==> config.mk <==
export PLATFORM = sky130hd
export DESIGN_NAME = rmed_sort_cell
export DESIGN_NICKNAME = d
export VERILOG_FILES = /design/src/design/rmed_pkg.sv /design/src/design/rmed_sort_cell.sv
export SDC_FILE = /design/constraint.sdc
export NUM_CORES = 1
export LEC_CHECK = 0
export BUFFER_PORTS_ARGS = -buffer_cell sky130_fd_sc_hd__buf_2
export CAP_MARGIN = 20
export CORE_UTILIZATION = 49
export CTS_BUF_LIST = sky130_fd_sc_hd__clkbuf_8
export DETAILED_ROUTE_END_ITERATION = 6
export GPL_TIMING_DRIVEN = 0
export PLACE_DENSITY = 0.8
export SYNTH_ARGS = -nofsm -noshare
export SYNTH_HDL_FRONTEND = slang
export SYNTH_SLANG_ARGS = --single-unit
==> constraint.sdc <==
create_clock -name clk -period 3.11 [get_ports clk]
set_input_delay 0 -clock clk [delete_from_list [all_inputs] [get_ports clk]]
set_output_delay 0 -clock clk [all_outputs]
set_load 0.02 [all_outputs]
==> src/design/rmed_pkg.sv <==
// shared types, constants and compare-exchange helper for the rgb 3x3 median block
package rmed_pkg;

  localparam int MAX_WIDTH  = 2048;
  localparam int MAX_HEIGHT = 4096;
  localparam int MIN_DIM    = 3;
  localparam int COL_W      = $clog2(MAX_WIDTH);
  localparam int ROW_W      = 12;
  localparam int FW_W       = 12;
  localparam int FH_W       = 13;
  localparam int CH_W       = 8;
  localparam int PIX_W      = 3 * CH_W;
  localparam int NB         = 8;
  localparam int NUM_CELLS  = NB / 2;
  localparam int MED_IDX    = 3;
  localparam int WIN_SIZE   = 9;
  localparam int CFG_IDX_W  = 2;
  localparam int CFG_DATA_W = 13;
  localparam int FW_RESET   = 640;
  localparam int FH_RESET   = 480;

  typedef enum logic [CFG_IDX_W-1:0] {
    CFG_FRAME_WIDTH  = 2'd0,
    CFG_FRAME_HEIGHT = 2'd1
  } cfg_reg_t;

  typedef struct packed {
    logic [CH_W-1:0] pix_blue;
    logic [CH_W-1:0] pix_green;
    logic [CH_W-1:0] pix_red;
    logic            frame_start;
  } pix_in_t;

  typedef struct packed {
    logic [CH_W-1:0]  out_blue;
    logic [CH_W-1:0]  out_green;
    logic [CH_W-1:0]  out_red;
    logic [ROW_W-1:0] out_row;
    logic [COL_W-1:0] out_col;
    logic             frame_done;
  } res_out_t;

  typedef struct packed {
    logic [CH_W-1:0] blue;
    logic [CH_W-1:0] green;
    logic [CH_W-1:0] red;
  } px_t;

  typedef logic [NB-1:0][CH_W-1:0] nb_vec_t;

  typedef struct packed {
    nb_vec_t          blue;
    nb_vec_t          green;
    nb_vec_t          red;
    logic [ROW_W-1:0] row;
    logic [COL_W-1:0] col;
    logic             done;
  } sort_item_t;

  // one layer of odd-even transposition: even pairs when odd is 0, odd pairs otherwise
  function automatic nb_vec_t cx_layer(nb_vec_t v, logic odd);
    nb_vec_t r;
    r = v;
    for (int i = 0; i < NB - 1; i++) begin
      if (((i % 2) == int'(odd)) && (v[i] > v[i+1])) begin
        r[i]   = v[i+1];
        r[i+1] = v[i];
      end
    end
    return r;
  endfunction

endpackage

==> src/design/rmed_sort_cell.sv <==
// one sorter cell: an even and an odd compare-exchange layer on all three channels
module rmed_sort_cell (
  input  logic                clk,
  input  logic                rst,
  input  logic                en,
  input  logic                in_valid,
  input  rmed_pkg::sort_item_t in_item,
  output logic                out_valid,
  output rmed_pkg::sort_item_t out_item
);

  rmed_pkg::sort_item_t item_next;

  always_comb begin
    item_next       = in_item;
    item_next.blue  = rmed_pkg::cx_layer(rmed_pkg::cx_layer(in_item.blue, 1'b0), 1'b1);
    item_next.green = rmed_pkg::cx_layer(rmed_pkg::cx_layer(in_item.green, 1'b0), 1'b1);
    item_next.red   = rmed_pkg::cx_layer(rmed_pkg::cx_layer(in_item.red, 1'b0), 1'b1);
  end

  always_ff @(posedge clk) begin
    if (rst) begin
      out_valid <= 1'b0;
    end else if (en) begin
      out_valid <= in_valid;
    end
  end

  always_ff @(posedge clk) begin
    if (en) begin
      out_item <= item_next;
    end
  end

endmodule

==> results.md, run 1 <==
* Final Max Slew Viols at 0
* Synth area leaders: edfxtp_1 44%, ha_1 14%, mux2i_1 12%
* CTS Buf Count at 41
* Clock Tree Root: clkbuf_8
* Seq/Total Area, Yosys at 44.5%
* Dominant cell type by area after synthesis: edfxtp_1
* Hold Crit Class: input pin to register
* Post-DP HPWL at 29.5 mm
* Clk sinks at 217
* Gpl congestion at 0.857
* Maxcap violations at 0
* Util after Layout at 75.4%
* Die Y at 175 um
* Full die area at 0.0305 mm^2
* Outcome: complete, but fails checks
* Fillers at 1671
* CP cell instances: dlygate4sd3_1 -> buf_2 -> inv_1 -> ha_1 -> o21ai_0 -> o21bai_1 -> o21bai_1 -> buf_6 -> mux2i_4 -> ha_1 -> nor2b_1 -> o21ai_1 -> nand2b_1 -> a211oi_2 -> nor2_4 -> buf_4 -> mux2i_1
* Most frequent cells in the layout: 435 x buf_2, 311 x dlygate4sd3_1, 216 x edfxtp_1
* TritonCTS clock tree: built
* RSZ-0062 raised after global routing: yes
* Setup WS post-layout at -0.0828 ns
* Routed len/inst at 20.7 um
* Failing checks: negative setup slack
* Post-Syn Area per Cell at 12.4 um^2
* Clk Latency, worst-skew pair at 0.53 ns
* Slowest cell on the critical path: dlygate4sd3_1
* Synth warn at 0
* Final std cells w/o fill at 2440
* Yosys top cell area share at 44.4%
* Detail Route Antenna Nets at 0
* # rows at 62
* Crit path max-delay family: buffers and inverters
* Post-Syn Nets at 1563
* Initial antenna violation count at 9
* GRT Overall Usage at 30.5%
* Vias in the first global route at 13886
* Tmin final at 3.19 ns
* Leading cell type in the layout, fill and taps excluded: buf_2
* Core area at 0.0290 mm^2
* H-tree depth at 2
* DR vias at 13591
* Total wire length at 50.6 mm
* Setup_tns at -0.830 ns
* WS Path Type: input pin to register
* Starting DRT DRC Count at 997
* Die width at 175 um
* Reg clk slew, reported paths at 0.06 ns
* Slew @ Worst Pin at 0.963 ns
* Yosys reg bits at 217
* Post-route clock period utilization at 103%
* Clock Path Buffers at 3
* Power Density at 537 mW/mm^2
* Routed vias/inst at 5.57
* Cells after Synth at 1175
* Synth Cell Area at 0.0146 mm^2
* Drc violations at 0
* Initial Util at 50.3%
* Final setup vio count at 19
* I/O Buffers at 436
* Hold Fails Final Rpt at 0
* First-pass GRT wire length at 73.6 mm
* CP Buf/Inv Count at 5
* Relative slew slack at 35.8%
* Placed Cells at 1996
* Pin count of the biggest net entering global routing at 113
* Leakage at 10.4 nW
* Ports at 437
* WP data arrival at 3.46 ns
* Area added between synthesis and finish at 49.9%
* Skew final at 0 ns
* Yosys cell types at 37
* Fmax at 0.313 GHz
* Global route overflow at 0
* Fin nets at 2402
* Critical path peak fanout at 7
* Drt first pass iters at 5
* Largest stage delay on the critical path at 0.56 ns
* Worst EP required at 3.38 ns
* CP endpoint kind: register
* Layout cells sized above 1 at 37.3%
* Worst vdd ir at 0.376 mV
* Crit start category: input pin
[per-layer routing]
metal  part of all wire [%]  vias to the layer above  track usage (%)
li1                       -                     6090                -
met1                     37                     6535             35.1
met2                     50                      725             53.0
met3                    6.8                      241             6.09
met4                    6.3                        0             16.7
met5                      0                        -                0
[synthesized netlist by cell type]
master and number:
edfxtp_1 216, mux2i_1 170, ha_1 168, inv_1 168, mux2_2 129, o21ai_0 52, nand4_1 41, a21oi_1 40
nand2_1 35, mux2_4 23, nor2b_1 20, a211oi_1 18, o211ai_1 11, o21bai_1 11, nand2b_1 9, nor2_2 9
buf_2 8, buf_4 6, buf_6 6, o22ai_2 6, nor2_1 5, buf_8 3, clkbuf_1 3, a211o_1 2
nand3_1 2, o211ai_2 2, o21a_1 2, a211oi_2 1, a21boi_4 1, a21oi_2 1, and2_1 1, and4_1 1
dfxtp_1 1, nor2b_4 1, o21ai_2 1, o21bai_2 1, o31ai_4 1
[through the flow]
step	worst slack [ns]	power (mW)	cell area [um^2]	hold WS, ns
final	-0.0828	11.7	21900	0.0194
after global routing	-0.245	12.2	21900	0.0319
after floorplan	-0.0117	6.78	14700	0.0724
after detailed placement	-0.715	8.01	17400	0.165
after CTS	0.00357	11.2	21300	0.00104
after global placement	-0.962	7.91	17300	0.162
[repair_timing]
action                                 in CTS  in global routing
hold buffers                              311                  0
pin swaps                                   1                 16
setup endpoints to repair                  50                111
resized for setup                           8                 52
setup buffers                               1                 47
endpoints found under the hold margin     216                  0
[flip-flops by register name, indices dropped and copies added, names as in the netlist]
name,count
out_valid,1
out_item,216
[kinds of logic (layout without fill, tap and decap cells)]
group	after synthesis	after routing	share of synthesized area, %
and+or+nand+nor	124	124	4.68
muxes	322	322	24.0
buffers and inverters	194	1066	5.75
DFF	217	217	44.5
adders and majority gates	168	168	14.4
AOI/OAI and AO/OA	150	150	6.67
other	0	9	0
[path summary, 6_finish.rpt]
kind	start	end	slack, ns	cells past startpoint
hold / removal	en	out_item[65]	0.02	1
setup reg to reg	out_valid	out_valid	1.94	3
setup / recovery	in_item[215]	out_item[195]	-0.08	17
hold reg to reg	out_valid	out_valid	1.09	3
[area by class of cell]
cell class / count / area, um^2 / share of cell area [%]
Clock inverter: 33 / 184 / 0.840
Buffer: 26 / 255 / 1.17
Inverter: 168 / 631 / 2.88
Sequential cell: 217 / 6510 / 29.7
Multi-Input combinational cell: 764 / 7510 / 34.3
Clock buffer: 43 / 592 / 2.70
Timing Repair Buffer: 796 / 5710 / 26.1
Tap cell: 384 / 480 / 2.20
Antenna cell: 9 / 22.5 / 0.103
[power breakdown]
group	internal [mW]	leakage, nW	switching, mW	total, mW
registers	3.90	2.12	0.157	4.05
logic	2.26	7.78	2.67	4.94
clock network	1.45	0.456	1.31	2.75
total	7.60	10.4	4.14	11.7
(Power assumes the default switching activity.)
==> inputs of run 2 (changes only) <==
CELL_PAD_IN_SITES_DETAIL_PLACEMENT = 0   (was default)
CELL_PAD_IN_SITES_GLOBAL_PLACEMENT = 1   (was default)
CORE_UTILIZATION = 38   (was 49)
PLACE_DENSITY = default   (was 0.8)
PLACE_DENSITY_LB_ADDON = 0.1   (was default)
==> run 2 against run 1 <==
The flow finishes with violations (negative hold slack). Die area increased by 29%. Non-clock buffer count decreased by 29. Register-to-register slack improved by 0.02 ns. Via count decreased by 11%. First-iteration DRC count decreased by 55%. Routed wire length decreased by 14%. Sequential power about the same. Utilization decreased by 18 points. Clock power decreased by 2%. Design area decreased by 0.75%. Count of clock-buffer cells in the layout increased by 2. Power decreased by 3.9%. Critical path type unchanged. Largest power group unchanged.
==> results.md, run 2 (synthesis results as in run 1) <==
* Outcome: complete, but fails checks
* Failing checks: negative hold slack
* Post-DP HPWL at 30.4 mm
* # rows at 71
* Sequential Power Share at 35.7%
* Setup WS post-layout at 0.172 ns
* Total wire length at 43.4 mm
* Met2 Use GR at 36.2%
* TritonCTS clock tree: built
* Grt met1 use at 26.7%
* CTS Buf Count at 43
* Layout cells sized above 1 at 35.9%
* Full die area at 0.0392 mm^2
* Fmax at 0.340 GHz
* FF-to-FF Start: out_valid
* Worst vdd ir at 0.355 mV
* Clk Latency, worst-skew pair at 0.59 ns
* Final Cell Area at 0.0217 mm^2
* Reg clk slew, reported paths at 0.06 ns
* Worst EP required at 3.41 ns
* Worst slack at placement at -0.728 ns
* Critical path peak fanout at 10
* Reg-to-Reg End: out_valid
* H-tree depth at 2
* First-pass GRT wire length at 66.7 mm
* Area added between synthesis and finish at 48.7%
* Clock Tree Root: clkbuf_8
* Leading cell type in the layout, fill and taps excluded: buf_2
* Sw Share at 34.2%
* Gpl congestion at 0.843
* FF-to-FF setup slack at 1.96 ns
* Hold path startpoint: en
* Hold Crit Class: input pin to register
* Clock Path Buffers at 3
* I/O Buffers at 436
* Fin nets at 2375
* R2r worst-path depth at 3
* Skew final at 0 ns
* Power Density at 520 mW/mm^2
* Most frequent cells in the layout: 438 x buf_2, 314 x dlygate4sd3_1, 216 x edfxtp_1
* WS Path Type: input pin to register
* Global route overflow at 0
* Total power at 11.3 mW
* Final Max Slew Viols at 0
* Detail Route Antenna Nets at 0
* Core area at 0.0378 mm^2
* Die Y at 198 um
* Post-route clock period utilization at 94.5%
* Slew @ Worst Pin at 0.989 ns
* Hold Fails Final Rpt at 1
* Starting DRT DRC Count at 445
* P_sw at 3.86 mW
* Maxcap violations at 0
* GRT Overall Usage at 22.0%
* WHS Path Cells at 1
* Clock group share of total power at 23.8%
* Tmin final at 2.94 ns
* Initial Util at 38.7%
* CP endpoint kind: register
* DR vias at 12123
* Drc violations at 0
* Routed len/inst at 17.1 um
* WP data arrival at 3.23 ns
* Pin count of the biggest net entering global routing at 121
* Final setup vio count at 0
* Die width at 198 um
* Crit start category: input pin
* Max reg flops at 216
* Routed vias/inst at 4.78
* Comb power frac at 40.4%
* Met3 Resource Use GR at 6.93%
* Vias in the first global route at 12425
* Hold_ws at -0.00551 ns
* Initial antenna violation count at 11
* Ports at 437
* Leakage at 10.2 nW
* Setup_tns at 0 ns
* Drt first pass iters at 4
* Largest regs: out_item x216, out_valid x1
* Biggest register: out_item
* GRT busiest layer: met2
* Hold path endpoint: out_item[112]
* Internal power at 7.43 mW
* DP Area at 0.0175 mm^2
* Clk sinks at 217
* Relative slew slack at 34.0%
-- run 2: cell types whose count changed in the layout (fill, tap and decap cells not counted), sizes merged --
cell,before,now
dlygate4sd3,311,314
diode,9,8
bufinv,2,1
buf,507,475
clkbuf,47,49
clkinvlp,1,0
-- run 2: per-layer routing --
metal	wire length (um)	vias up
met1	18400	5659
met4	1500	8
li1	-	6040
met2	20400	331
met5	42	-
met3	3070	85
-- run 2: cell type report --
cell class                 instances  area, um^2
clock inverter                    31         145
multi-input combinational        764        7450
buffer                            26         225
tap                              511         639
inverter                         168         631
sequential                       217        6510
clock buffer                      45         619
timing repair buffer             767        5480
fill                            3408       16000
antenna                            8        20.0
-- run 2: through the flow --
step | cells | utilization, %
final | 2537 | 57.5
after global routing | 2535 | 57.5
after CTS | 2513 | 56.8
after detailed placement | 2123 | 46.4
after global placement | 2122 | 46.3
after floorplan | 1175 | -
-- run 2: worst max path at each step --
stage / startpoint / end / slack, ns / depth (start not counted)
2_1_floorplan: in_item[197] / out_item[184] / -0.01 / 15
3_3_place_gp: en / out_valid / -1.14 / 3
3_5_place_dp: in_item[93] / out_item[103] / -0.73 / 15
4_1_cts: in_item[133] / out_item[137] / 0.03 / 17
5_1_grt: in_item[133] / out_item[137] / -0.04 / 18
6_report: in_item[133] / out_item[139] / 0.17 / 18
-- run 2: power groups by stage --
stage	sequential [mW]	combinational [mW]	clock (mW)
2_1_floorplan	4.72	2.06	0
3_3_place_gp	4.10	3.91	0
3_5_place_dp	4.08	3.95	0
4_1_cts	4.04	4.42	2.79
5_1_grt	4.08	4.97	2.92
6_report	4.03	4.56	2.69
-- run 2: worst max-delay path, stage by stage --
cell	delay (ns)
buf_2	0.11
inv_1	0.04
ha_1	0.28
a211o_1	0.26
a21oi_1	0.19
nand3_1	0.15
o211ai_4	0.20
buf_8	0.22
mux2i_2	0.28
inv_1	0.07
ha_1	0.30
nor2b_1	0.13
o21ai_0	0.17
nand2b_1	0.11
a211oi_2	0.31
nor2_4	0.07
buf_4	0.20
mux2i_1	0.14
-- run 2: repair_timing --
| action | 4_1_cts | 5_1_grt |
|---|---|---|
| hold buffers | 314 | 0 |
| pin swaps | 1 | 11 |
| endpoints found under the hold margin | 217 | 0 |
| endpoints found under the setup margin | 19 | 103 |
| buffers inserted | 0 | 16 |
| resized for setup | 4 | 35 |
